## src/rtl/tru_pkg.sv

```systemverilog
// types and constants shared by the tga rle unpacker files
`default_nettype none
package tru_pkg;

	localparam int CFG_W     = 13;
	localparam int CFG_IDX_W = 3;
	localparam int COORD_W   = 12;
	localparam int LEN_W     = 8;
	localparam int MIN_WIDTH = 4;

	// configuration register indexes
	localparam logic [CFG_IDX_W-1:0] REG_PIXEL_FORMAT     = 3'd0;
	localparam logic [CFG_IDX_W-1:0] REG_RUN_LENGTH_CODED = 3'd1;
	localparam logic [CFG_IDX_W-1:0] REG_IMAGE_WIDTH      = 3'd2;
	localparam logic [CFG_IDX_W-1:0] REG_IMAGE_HEIGHT     = 3'd3;
	localparam logic [CFG_IDX_W-1:0] REG_TOP_TO_BOTTOM    = 3'd4;

	// pixel format codes
	localparam logic [1:0] FMT_GRAY  = 2'd0;
	localparam logic [1:0] FMT_RGB24 = 2'd1;
	localparam logic [1:0] FMT_RGB32 = 2'd2;

	localparam logic [31:0] ALPHA_OPAQUE = 32'hFF00_0000;
	localparam logic [7:0]  HDR_RUN_BIT  = 8'h80;
	localparam logic [7:0]  HDR_COUNT    = 8'h7F;

	typedef struct packed {
		logic take_byte;   // accepted byte is processed this cycle
		logic load_span;   // next span goes into the output register
	} tru_cmd_t;

	typedef struct packed {
		logic pixel_ready; // accepted byte completes a pixel
		logic last_span;   // span being produced ends this pixel
	} tru_sts_t;

	typedef struct packed {
		logic [31:0]        pixel_color;
		logic [COORD_W-1:0] row_index;
		logic [COORD_W-1:0] start_column;
		logic [LEN_W-1:0]   span_length;
		logic               last_span;
		logic               image_done;
	} span_t;

endpackage
`default_nettype wire

```

## src/rtl/tru_ifs.sv

```systemverilog
// handshake interfaces for the byte input and the span output
`default_nettype none
interface tru_byte_if;
	import tru_pkg::*;
	logic       valid;
	logic       ready;
	logic [7:0] data_byte;

	modport source (output valid, output data_byte, input ready);
	modport sink (input valid, input data_byte, output ready);
endinterface

interface tru_span_if;
	import tru_pkg::*;
	logic               valid;
	logic               ready;
	logic [31:0]        pixel_color;
	logic [COORD_W-1:0] row_index;
	logic [COORD_W-1:0] start_column;
	logic [LEN_W-1:0]   span_length;
	logic               last_span;
	logic               image_done;

	modport source (output valid, output pixel_color, output row_index,
		output start_column, output span_length, output last_span,
		output image_done, input ready);
	modport sink (input valid, input pixel_color, input row_index,
		input start_column, input span_length, input last_span,
		input image_done, output ready);
endinterface
`default_nettype wire

```

## src/rtl/tru_ctrl.sv

```systemverilog
// controller: byte intake, span emission and output register valid
`default_nettype none
module tru_ctrl (
	input  wire logic             clk,
	input  wire logic             arst_n,
	input  wire logic             in_valid,
	output logic                  in_ready,
	output logic                  out_valid,
	input  wire logic             out_ready,
	input  wire tru_pkg::tru_sts_t sts,
	output tru_pkg::tru_cmd_t     cmd
);
	import tru_pkg::*;

	localparam logic ST_IDLE = 1'b0;
	localparam logic ST_SPAN = 1'b1;

	logic state_q, state_d;
	logic out_valid_q;
	logic out_free;

	assign out_free      = !out_valid_q || out_ready;
	assign in_ready      = (state_q == ST_IDLE);
	assign out_valid     = out_valid_q;
	assign cmd.take_byte = in_valid && (state_q == ST_IDLE);
	assign cmd.load_span = (state_q == ST_SPAN) && out_free;

	always_comb begin
		state_d = state_q;
		unique case (state_q)
			ST_IDLE: begin
				if (cmd.take_byte && sts.pixel_ready) state_d = ST_SPAN;
			end
			ST_SPAN: begin
				if (cmd.load_span && sts.last_span) state_d = ST_IDLE;
			end
			default: state_d = ST_IDLE;
		endcase
	end

	always_ff @(posedge clk or negedge arst_n) begin
		if (!arst_n) begin
			state_q     <= ST_IDLE;
			out_valid_q <= 1'b0;
		end else begin
			state_q <= state_d;
			if (cmd.load_span) begin
				out_valid_q <= 1'b1;
			end else if (out_ready) begin
				out_valid_q <= 1'b0;
			end
		end
	end
endmodule
`default_nettype wire

```

## src/rtl/tru_datapath.sv

```systemverilog
// datapath: configuration, pixel assembly, packet state, raster position, spans
`default_nettype none
module tru_datapath #(
	parameter int MAX_DIM = 4096
) (
	input  wire logic                           clk,
	input  wire logic                           arst_n,
	input  wire tru_pkg::tru_cmd_t              cmd,
	output tru_pkg::tru_sts_t                   sts,
	input  wire logic [7:0]                     data_byte,
	input  wire logic                           cfg_we,
	input  wire logic [tru_pkg::CFG_IDX_W-1:0]  cfg_index,
	input  wire logic [tru_pkg::CFG_W-1:0]      cfg_data,
	output tru_pkg::span_t                      span
);
	import tru_pkg::*;

	localparam int DW = $clog2(MAX_DIM + 1);
	localparam int CW = (DW > CFG_W) ? DW : CFG_W;
	localparam int SW = (DW > LEN_W) ? DW : LEN_W;

	// configuration
	logic [1:0]       fmt_q;
	logic             rlc_q;
	logic [CFG_W-1:0] wid_q;
	logic [CFG_W-1:0] hgt_q;
	logic             ttb_q;

	// decode state
	logic [1:0]       bip_q;
	logic [31:0]      acc_q;
	logic             await_q;
	logic             run_q;
	logic [LEN_W-1:0] pleft_q;
	logic [DW-1:0]    col_q;
	logic [DW-1:0]    row_q;
	logic             fin_q;
	logic [31:0]      colour_q;
	logic [LEN_W-1:0] left_q;
	span_t            span_q;

	logic [CW-1:0]    wid_c, hgt_c;
	logic [DW-1:0]    w_eff, h_eff;

	// byte intake
	logic             col_ge;
	logic [DW-1:0]    row_w, col_w;
	logic             stop;
	logic             is_header;
	logic [31:0]      acc_or;
	logic             px_done;
	logic [31:0]      colour_c;
	logic [LEN_W-1:0] pleft_c;
	logic [LEN_W-1:0] count_c;
	logic             await_c;
	logic             pix_rdy_c;

	// span step
	logic [DW-1:0]    room;
	logic [LEN_W-1:0] take;
	logic [SW-1:0]    col_sum;
	logic [DW-1:0]    row_inc;
	logic             wrap_s;
	logic             done_s;
	logic [LEN_W-1:0] left_n;
	logic [DW-1:0]    row_dst;
	logic             last_c;

	// effective dimensions after clamping
	always_comb begin
		wid_c = CW'(wid_q);
		hgt_c = CW'(hgt_q);
		if (wid_c < CW'(MIN_WIDTH)) begin
			w_eff = DW'(MIN_WIDTH);
		end else if (wid_c > CW'(MAX_DIM)) begin
			w_eff = DW'(MAX_DIM);
		end else begin
			w_eff = DW'(wid_c);
		end
		if (hgt_c == '0) begin
			h_eff = DW'(1);
		end else if (hgt_c > CW'(MAX_DIM)) begin
			h_eff = DW'(MAX_DIM);
		end else begin
			h_eff = DW'(hgt_c);
		end
	end

	// intake of one byte
	always_comb begin
		col_ge    = (col_q >= w_eff);
		row_w     = col_ge ? row_q + DW'(1) : row_q;
		col_w     = col_ge ? '0 : col_q;
		stop      = (row_w >= h_eff);
		is_header = rlc_q && await_q;
		acc_or    = acc_q | (32'(data_byte) << {bip_q, 3'b000});

		unique case (fmt_q)
			FMT_GRAY:  px_done = 1'b1;
			FMT_RGB24: px_done = (bip_q >= 2'd2);
			default:   px_done = (bip_q == 2'd3);
		endcase

		unique case (fmt_q)
			FMT_GRAY:  colour_c = ALPHA_OPAQUE | {8'h00, acc_or[7:0], acc_or[7:0], acc_or[7:0]};
			FMT_RGB24: colour_c = ALPHA_OPAQUE | {8'h00, acc_or[23:0]};
			default:   colour_c = acc_or;
		endcase

		pleft_c = pleft_q;
		count_c = LEN_W'(1);
		if (rlc_q) begin
			if (run_q) begin
				count_c = pleft_q;
				pleft_c = '0;
			end else if (pleft_q != '0) begin
				pleft_c = pleft_q - LEN_W'(1);
			end
			if (count_c == '0) count_c = LEN_W'(1);
		end
		await_c = await_q || (rlc_q && (pleft_c == '0));

		pix_rdy_c = !fin_q && !stop && !is_header && px_done;
	end

	// one span per step, split at the row end
	always_comb begin
		room    = w_eff - col_q;
		take    = (SW'(left_q) < SW'(room)) ? left_q : LEN_W'(room);
		col_sum = SW'(col_q) + SW'(take);
		row_inc = row_q + DW'(1);
		wrap_s  = (col_sum >= SW'(w_eff));
		done_s  = wrap_s && (row_inc >= h_eff);
		left_n  = left_q - take;
		row_dst = ttb_q ? row_q : h_eff - DW'(1) - row_q;
		last_c  = (left_n == '0) || done_s;
	end

	assign sts.pixel_ready = pix_rdy_c;
	assign sts.last_span   = last_c;

	always_ff @(posedge clk or negedge arst_n) begin
		if (!arst_n) begin
			fmt_q   <= FMT_RGB24;
			rlc_q   <= 1'b0;
			wid_q   <= CFG_W'(4);
			hgt_q   <= CFG_W'(1);
			ttb_q   <= 1'b0;
			bip_q   <= '0;
			acc_q   <= '0;
			await_q <= 1'b1;
			run_q   <= 1'b0;
			pleft_q <= '0;
			col_q   <= '0;
			row_q   <= '0;
			fin_q   <= 1'b0;
		end else begin
			if (cfg_we) begin
				unique case (cfg_index)
					REG_PIXEL_FORMAT:     fmt_q <= cfg_data[1:0];
					REG_RUN_LENGTH_CODED: rlc_q <= cfg_data[0];
					REG_IMAGE_WIDTH:      wid_q <= cfg_data;
					REG_IMAGE_HEIGHT:     hgt_q <= cfg_data;
					REG_TOP_TO_BOTTOM:    ttb_q <= cfg_data[0];
					default: ;
				endcase
			end
			if (cmd.take_byte && !fin_q) begin
				col_q <= col_w;
				row_q <= row_w;
				if (stop) begin
					fin_q <= 1'b1;
				end else if (is_header) begin
					run_q   <= |(data_byte & HDR_RUN_BIT);
					pleft_q <= LEN_W'(data_byte & HDR_COUNT) + LEN_W'(1);
					await_q <= 1'b0;
					bip_q   <= '0;
					acc_q   <= '0;
				end else if (!px_done) begin
					acc_q <= acc_or;
					bip_q <= bip_q + 2'd1;
				end else begin
					acc_q   <= '0;
					bip_q   <= '0;
					pleft_q <= pleft_c;
					await_q <= await_c;
				end
			end
			if (cmd.load_span) begin
				if (wrap_s) begin
					col_q <= '0;
					row_q <= row_inc;
				end else begin
					col_q <= DW'(col_sum);
				end
				if (done_s) fin_q <= 1'b1;
			end
		end
	end

	// pending pixel and output payload
	always_ff @(posedge clk) begin
		if (cmd.take_byte && pix_rdy_c) begin
			colour_q <= colour_c;
			left_q   <= count_c;
		end else if (cmd.load_span) begin
			left_q <= left_n;
		end
		if (cmd.load_span) begin
			span_q.pixel_color  <= colour_q;
			span_q.row_index    <= COORD_W'(row_dst);
			span_q.start_column <= COORD_W'(col_q);
			span_q.span_length  <= take;
			span_q.last_span    <= last_c;
			span_q.image_done   <= done_s;
		end
	end

	assign span = span_q;
endmodule
`default_nettype wire

```

## src/rtl/tga_rle_pixel_unpacker.sv

```systemverilog
// top level of the tga rle pixel unpacker
`default_nettype none
// Takes the pixel-data bytes of a TGA image one item at a time (8-bit gray,
// 24-bit or 32-bit pixels, raw or run-length packets) and gives horizontal
// spans of one colour with their destination row, start column and length.
// A byte that does not complete a pixel (a packet header, an inner colour
// byte, or any byte after the final pixel) leaves the block idle, so such
// bytes stream at one per cycle. A byte that completes a pixel produces one
// span, or for a run that crosses row ends up to one span per row touched
// (at most 33). Span emission is sequenced by the controller through a
// single output register, and input stays blocked until the last span of
// the pixel is loaded, which a stalled consumer holds back. Configuration
// goes through a plain write port (index 0 pixel_format, 1 run_length_coded,
// 2 image_width, 3 image_height, 4 top_to_bottom); the user must write it
// only while the block is idle; the block itself does not enforce it. After
// reset the block is ready at once; there is no clearing pass.
module tga_rle_pixel_unpacker #(
	parameter int MAX_DIM = 4096
) (
	input  wire logic                           clk,
	input  wire logic                           arst_n,
	tru_byte_if.sink                            in_ch,
	tru_span_if.source                          out_ch,
	input  wire logic                           cfg_we,
	input  wire logic [tru_pkg::CFG_IDX_W-1:0]  cfg_index,
	input  wire logic [tru_pkg::CFG_W-1:0]      cfg_data
);
	import tru_pkg::*;

	tru_cmd_t cmd;   // controller to datapath
	tru_sts_t sts;   // datapath to controller
	span_t    span;  // registered output payload

	// controller: accepts bytes in idle, then walks the spans of a pixel
	tru_ctrl u_ctrl (
		.clk       (clk),
		.arst_n    (arst_n),
		.in_valid  (in_ch.valid),
		.in_ready  (in_ch.ready),
		.out_valid (out_ch.valid),
		.out_ready (out_ch.ready),
		.sts       (sts),
		.cmd       (cmd)
	);

	// datapath: config registers, colour assembly, packets, raster position
	tru_datapath #(
		.MAX_DIM (MAX_DIM)
	) u_datapath (
		.clk       (clk),
		.arst_n    (arst_n),
		.cmd       (cmd),
		.sts       (sts),
		.data_byte (in_ch.data_byte),
		.cfg_we    (cfg_we),
		.cfg_index (cfg_index),
		.cfg_data  (cfg_data),
		.span      (span)
	);

	// output payload straight from the output register
	assign out_ch.pixel_color  = span.pixel_color;
	assign out_ch.row_index    = span.row_index;
	assign out_ch.start_column = span.start_column;
	assign out_ch.span_length  = span.span_length;
	assign out_ch.last_span    = span.last_span;
	assign out_ch.image_done   = span.image_done;
endmodule
`default_nettype wire

```

## src/flat_wrapper.sv

```systemverilog
// flat-port wrapper written by rule: the top's interface ports become plain ports
module tga_rle_pixel_unpacker_flat import tru_pkg::*;
#(
	parameter int MAX_DIM = 4096
)
  (clk, arst_n, cfg_we, cfg_index, cfg_data, in_ch_valid, in_ch_data_byte, in_ch_ready, out_ch_valid, out_ch_pixel_color, out_ch_row_index, out_ch_start_column, out_ch_span_length, out_ch_last_span, out_ch_image_done, out_ch_ready);
  tru_byte_if in_ch_i ();
  tru_span_if out_ch_i ();
  input  wire logic clk;
  input  wire logic arst_n;
  input  wire logic cfg_we;
  input  wire logic [tru_pkg::CFG_IDX_W-1:0] cfg_index;
  input  wire logic [tru_pkg::CFG_W-1:0] cfg_data;
  input wire logic [$bits(in_ch_i.valid)-1:0] in_ch_valid;
  input wire logic [$bits(in_ch_i.data_byte)-1:0] in_ch_data_byte;
  output wire logic [$bits(in_ch_i.ready)-1:0] in_ch_ready;
  output wire logic [$bits(out_ch_i.valid)-1:0] out_ch_valid;
  output wire logic [$bits(out_ch_i.pixel_color)-1:0] out_ch_pixel_color;
  output wire logic [$bits(out_ch_i.row_index)-1:0] out_ch_row_index;
  output wire logic [$bits(out_ch_i.start_column)-1:0] out_ch_start_column;
  output wire logic [$bits(out_ch_i.span_length)-1:0] out_ch_span_length;
  output wire logic [$bits(out_ch_i.last_span)-1:0] out_ch_last_span;
  output wire logic [$bits(out_ch_i.image_done)-1:0] out_ch_image_done;
  input wire logic [$bits(out_ch_i.ready)-1:0] out_ch_ready;
  assign in_ch_i.valid = in_ch_valid;
  assign in_ch_i.data_byte = in_ch_data_byte;
  assign in_ch_ready = in_ch_i.ready;
  assign out_ch_valid = out_ch_i.valid;
  assign out_ch_pixel_color = out_ch_i.pixel_color;
  assign out_ch_row_index = out_ch_i.row_index;
  assign out_ch_start_column = out_ch_i.start_column;
  assign out_ch_span_length = out_ch_i.span_length;
  assign out_ch_last_span = out_ch_i.last_span;
  assign out_ch_image_done = out_ch_i.image_done;
  assign out_ch_i.ready = out_ch_ready;
  tga_rle_pixel_unpacker #(.MAX_DIM(MAX_DIM)) u_core (.clk(clk), .arst_n(arst_n), .in_ch(in_ch_i), .out_ch(out_ch_i), .cfg_we(cfg_we), .cfg_index(cfg_index), .cfg_data(cfg_data));
endmodule
```

## config.mk

```make
export PLATFORM = sky130hd
export DESIGN_NAME = tga_rle_pixel_unpacker_flat
export DESIGN_NICKNAME = d
export VERILOG_FILES = /design/src/rtl/tru_pkg.sv /design/src/rtl/tru_ifs.sv /design/src/rtl/tru_ctrl.sv /design/src/rtl/tru_datapath.sv /design/src/rtl/tga_rle_pixel_unpacker.sv /design/src/flat_wrapper.sv
export SDC_FILE = /design/constraint.sdc
export NUM_CORES = 1
export LEC_CHECK = 0
export ABC_AREA = 0
export BUFFER_PORTS_ARGS = -buffer_cell sky130_fd_sc_hd__buf_2
export CORE_MARGIN = 10
export CORE_UTILIZATION = 40
export DETAILED_ROUTE_END_ITERATION = 8
export PLACE_DENSITY_LB_ADDON = 0.25
export SYNTH_ARGS = -nofsm -noshare
export SYNTH_HDL_FRONTEND = slang
export SYNTH_HIERARCHICAL = 1
export SYNTH_SLANG_ARGS = --single-unit
```

## constraint.sdc

```tcl
create_clock -name clk -period 20.6 [get_ports clk]
set_input_delay 4.12 -clock clk [delete_from_list [all_inputs] [get_ports clk]]
set_output_delay 4.12 -clock clk [all_outputs]
set_load 0.05 [all_outputs]
```

==> impl.org <==
** Synth
- Predominant post-synthesis flop cell :: sky130_fd_sc_hd__edfxtp_1
- Summing every instance area after synthesis gives around 12000 um^2.
- Library cell occupying the most area in the post-synthesis netlist :: sky130_fd_sc_hd__edfxtp_1
- After synthesis, flip-flops and latches occupy approximately half of the total area.
- In the post-synthesis netlist, the cell with the most instances is sky130_fd_sc_hd__nand2_1.
- Async S/R FF share, synth :: 49.3%
- Sorting the synthesized cells by area gives the leading types as sky130_fd_sc_hd__edfxtp_1 27%, sky130_fd_sc_hd__dfrtp_1 21%, sky130_fd_sc_hd__ha_1 9.6%, sky130_fd_sc_hd__xnor2_1 4.7%, sky130_fd_sc_hd__nand2_1 3.9%.
- Warning count from the yosys run :: 6
- The number of nets handed over by synthesis was around 1300.
- Averaged over all synthesized cells, the footprint is 10.5 um^2.
- Number of synthesized register bits :: roughly 210
- Number of distinct library cells after synthesis :: 71
- Synth top area share :: 26.8%
- By count the netlist is led by 123 x sky130_fd_sc_hd__nand2_1, 106 x sky130_fd_sc_hd__edfxtp_1, 99 x sky130_fd_sc_hd__dfrtp_1.
- Yosys mapped a number of flops with a built-in enable equal to between 100 and 150.
- Cell count after synthesis :: 1128

** Worst hold path
- Worst Min Path Start :: u_core/u_datapath/colour_q[1]$_DFFE_PP_
- The worst hold path belongs to the class reg2reg.
- Depth of the worst hold-timing path :: 0
- For hold timing, the worst endpoint is u_core/u_datapath/span[35]$_DFFE_PP_.

** Status
- Outcome :: complete, no violations

** Critical path
- Crit path max fanout :: 14
- The largest single stage delay on the critical path is 970 ps.
- Reg2Reg Setup Slack :: about 12000 ps
- Beginning of the worst register-to-register path :: u_core/u_datapath/wid_c[10]$_DFFE_PN0P_
- Critical path depth :: 37
- Critical Path End Type :: flip-flop
- Critical-path top delay cell :: sky130_fd_sc_hd__o2bb2ai_1
- STA puts the critical path data required time at ~21000 ps.
- Type of element launching the critical path :: flip-flop
- Setup CP Type :: reg2reg
- Worst reg2reg endpoint :: u_core/u_datapath/row_q[9]$_DFF_PN0_
- Logic depth of the worst register-to-register path :: 37
- Number of buffer and inverter instances along the worst setup path :: 2
- Data arrival time at the worst-slack endpoint :: between 9000 and 10000 ps
- Crit-path leading delay family :: compound AO/OA/AOI/OAI gates

** Die
- Die extent in y :: 192 um
- 97 I/O pins were placed.
- Effective utilization at floorplan :: 40.9%
- The die is between 150 and 200 um wide.
- The initialized floorplan defines slightly above 60 standard-cell rows.
- The die covers 37000 um^2.
- In this run the standard cell core region covers slightly below 30000 um^2.

** Pwr
- Part of the power in the clock network :: 18.6%
- Net switching fraction of the power :: a little over two fifths
- Power density over the cells :: around 170 nW/um^2
- In this run the static leakage power is approximately 6 nW.
- Share of total power in combinational logic :: 51.3%
- Part of the power in registers :: approximately 30%
- Int Pwr :: approximately 1.3 mW
- Sw power :: around 1.0 mW
- Maximum VDD drop :: 79.0 uV

** STA
- Setup slack closes at between 10000 and 15000 ps.
- Between clock sinks in the finished design, the worst skew comes to roughly 11 ps.
- Minimum period implied by the final worst setup slack :: between 8000 and 9000 ps
- Setup repair after global routing left no endpoint under its margin.
- Accumulated negative setup slack :: 0 ps
- The worst pin sits at a relative slew slack of a little under a fifth.
- Number of failing hold endpoints at the final stage :: 0
- The final critical path takes up roughly 42% of the cycle.
- Setup violations remaining at the end of the flow were counted as 0.
- Based on the critical path, the design can be clocked at up to between 100 and 150 MHz.
- The number of slew-limit violations in the final report came to 0.
- For the pin with the worst max-slew slack, the measured transition is 1210 ps.

** Clocking
- Counting every sink on the clock net gives 209.
- CTS built an H-tree with a depth of 1.
- Clock-pin slew was measured on the worst setup and hold paths at 60 ps.
- The later pin in the worst-skew pair is clocked with a latency of between 500 and 600 ps.
- CTS buffer count :: 24
- Total of cells resized after clock tree synthesis :: 0
- CTS tree :: yes
- Root buf cell :: sky130_fd_sc_hd__clkbuf_16
- Bufs on Longest Clock Path :: 3
- In this run the post-CTS setup repair buffer count came out at 0.
- The number of hold buffers added after CTS was 0.

** Finish
- Relative to the synthesized area, the layout overhead comes to 13.7%.
- Number of nets in the finished design :: 1338
- Measured on the finished design, the core utilization comes to a little under half.
- Cells with a size suffix above 1 make up around 16% of the layout.

** Placed design
- Sum of net half-perimeters after detailed placement :: 21.1 mm
- Post-Place Worst Slack :: about 12000 ps
- I/O Buffers :: 96
- Final weighted congestion in routability-driven placement :: 0.931

** Global routing
- The first global-routing pass estimated 46.6 mm of wire.
- For this run the aggregate overflow at the end of global routing stands at 0.
- Global-route total usage across every layer :: between 10% and 20%
- Initial antenna violation count :: 4
- The via count of the first global-routing pass came to approximately 8500.
- Largest net degree at the start of global routing :: 74

** Routing
- In the routed layout, each cell is associated on average with a via count of 5.25.
- The routed layout has between 8000 and 9000 vias.
- Antenna-violating nets left :: 0
- Dividing the detail-routed wire length by the instance count gives around 18 um.
- Length of the first detailed-routing pass in iterations :: 5
- Wirelength, routed :: approximately 29 mm
- Remaining design rule violation count :: 0
- Drt first-iter violations :: between 500 and 600

** Job
- Across the run, the number of max-cap violations was 0.
## area by class of cell
cell class / count / area, um^2
clock buffer: 29 / 639
tap: 384 / 480
antenna: 3 / 7.51
inverter: 83 / 312
clock inverter: 15 / 154
timing repair buffer: 100 / 513
sequential: 209 / 5770
multi-input combinational: 796 / 5620
fill: 2793 / 15500
## layout by cell type, fill, tap and decap left out, types with 6 or more instances in the layout
cell type / Yosys / layout
sky130_fd_sc_hd__nand2_1: 123 / 123
sky130_fd_sc_hd__edfxtp_1: 106 / 106
sky130_fd_sc_hd__dfrtp_1: 99 / 99
sky130_fd_sc_hd__buf_2: 3 / 95
sky130_fd_sc_hd__ha_1: 91 / 91
sky130_fd_sc_hd__inv_1: 83 / 83
sky130_fd_sc_hd__nor2_1: 80 / 80
sky130_fd_sc_hd__a21oi_1: 64 / 64
sky130_fd_sc_hd__xnor2_1: 63 / 63
sky130_fd_sc_hd__o21ai_0: 55 / 55
sky130_fd_sc_hd__mux2_2: 35 / 35
sky130_fd_sc_hd__clkbuf_16: 0 / 24
sky130_fd_sc_hd__nand3_1: 21 / 21
sky130_fd_sc_hd__nor3_1: 20 / 20
sky130_fd_sc_hd__a21o_1: 19 / 19
sky130_fd_sc_hd__a221o_1: 18 / 18
sky130_fd_sc_hd__and2_1: 16 / 15
sky130_fd_sc_hd__and3_1: 15 / 15
sky130_fd_sc_hd__o21a_1: 14 / 14
sky130_fd_sc_hd__xor2_1: 14 / 14
sky130_fd_sc_hd__mux2i_1: 13 / 13
sky130_fd_sc_hd__nor2b_1: 11 / 11
sky130_fd_sc_hd__a31oi_1: 11 / 11
sky130_fd_sc_hd__a21boi_0: 10 / 10
sky130_fd_sc_hd__nand3b_1: 10 / 10
sky130_fd_sc_hd__o211ai_1: 7 / 7
sky130_fd_sc_hd__nand4_1: 7 / 7
sky130_fd_sc_hd__nand2b_1: 6 / 6
sky130_fd_sc_hd__a211oi_1: 6 / 6
sky130_fd_sc_hd__o21bai_1: 6 / 6
## kinds of logic (layout without fill, tap and decap cells)
family	after synthesis	after routing	synth area share, %
AO/OA/AOI/OAI	247	247	13.8
XOR/XNOR	77	77	5.68
adder cells (fa/ha/maj)	95	95	10.3
AND/OR/NAND/NOR	329	329	13.1
other	0	3	0
multiplexers	48	48	4.42
buffers and inverters	123	227	4.08
flip-flops	209	209	48.6
## per-layer routing
layer  GRT usage, %  up-vias  wire (um)
met3           3.08       41       1450
met1           20.6     4092      13500
met4           3.97        2        534
li1               -     4211          -
met5              0        -         13
met2           25.4      147      13400
## worst max-delay path by stage
| stage | slack (ps) | startpoint | endpoint |
|---|---|---|---|
| after floorplan | 13370 | u_core/u_datapath/wid_c[5]$_DFFE_PN0P_ | u_core/u_datapath/col_q[10]$_DFFE_PN0P_ |
| after global placement | 12380 | u_core/u_datapath/wid_c[10]$_DFFE_PN0P_ | u_core/u_datapath/row_q[2]$_DFF_PN0_ |
| after detailed placement | 12060 | u_core/u_datapath/wid_c[10]$_DFFE_PN0P_ | u_core/u_datapath/row_q[9]$_DFF_PN0_ |
| after CTS | 12010 | u_core/u_datapath/wid_c[10]$_DFFE_PN0P_ | u_core/u_datapath/row_q[2]$_DFF_PN0_ |
| after global routing | 11100 | u_core/u_datapath/wid_c[10]$_DFFE_PN0P_ | u_core/u_datapath/row_q[8]$_DFF_PN0_ |
| final | 11950 | u_core/u_datapath/wid_c[10]$_DFFE_PN0P_ | u_core/u_datapath/row_q[9]$_DFF_PN0_ |
## power by group through the flow
stage          combinational [mW]  sequential [mW]  clock, mW
2_1_floorplan               0.742            0.831          0
3_3_place_gp                 1.15            0.689          0
3_5_place_dp                 1.16            0.690          0
4_1_cts                      1.17            0.684      0.438
5_1_grt                      1.30            0.700      0.457
6_report                     1.17            0.684      0.423
## per-stage QoR
stage | area, um^2 | hold WS, ps | std cells | power (mW)
2_1_floorplan | 11900 | 400 | 1128 | 1.57
3_3_place_gp | 12700 | 406 | 1572 | 1.84
3_5_place_dp | 12700 | 405 | 1572 | 1.85
4_1_cts | 13500 | 419 | 1616 | 2.29
5_1_grt | 13500 | 426 | 1617 | 2.46
6_report | 13500 | 418 | 1619 | 2.27
## worst reg2reg max path: cells and delay by family, from the launching register on
kind / cells / cell delay, ps
AO/OA/AOI/OAI: 18 / 4320
AND/OR/NAND/NOR: 9 / 1690
adder cells (fa/ha/maj): 5 / 1520
XOR/XNOR: 3 / 480
flip-flops: 1 / 400
buffers and inverters: 2 / 150
## state kept, by name, summed over array words and instances, names as in the netlist
| signal | flops |
|---|---|
| u_core/u_datapath/span | 66 |
| u_core/u_datapath/acc_q | 32 |
| u_core/u_datapath/colour_q | 32 |
| u_core/u_datapath/col_q | 13 |
| u_core/u_datapath/hgt_c | 13 |
| u_core/u_datapath/row_q | 13 |
| u_core/u_datapath/wid_c | 13 |
| u_core/u_datapath/left_q | 8 |
| u_core/u_datapath/pleft_q | 8 |
| u_core/u_datapath/bip_q | 2 |
| u_core/u_datapath/fmt_q | 2 |
| u_core/u_ctrl/out_valid | 1 |
| u_core/u_ctrl/state_q | 1 |
| u_core/u_datapath/await_q | 1 |
| u_core/u_datapath/fin_q | 1 |
| u_core/u_datapath/rlc_q | 1 |
| u_core/u_datapath/run_q | 1 |
| u_core/u_datapath/ttb_q | 1 |
Note: power is estimated with default switching activity, not from simulation.
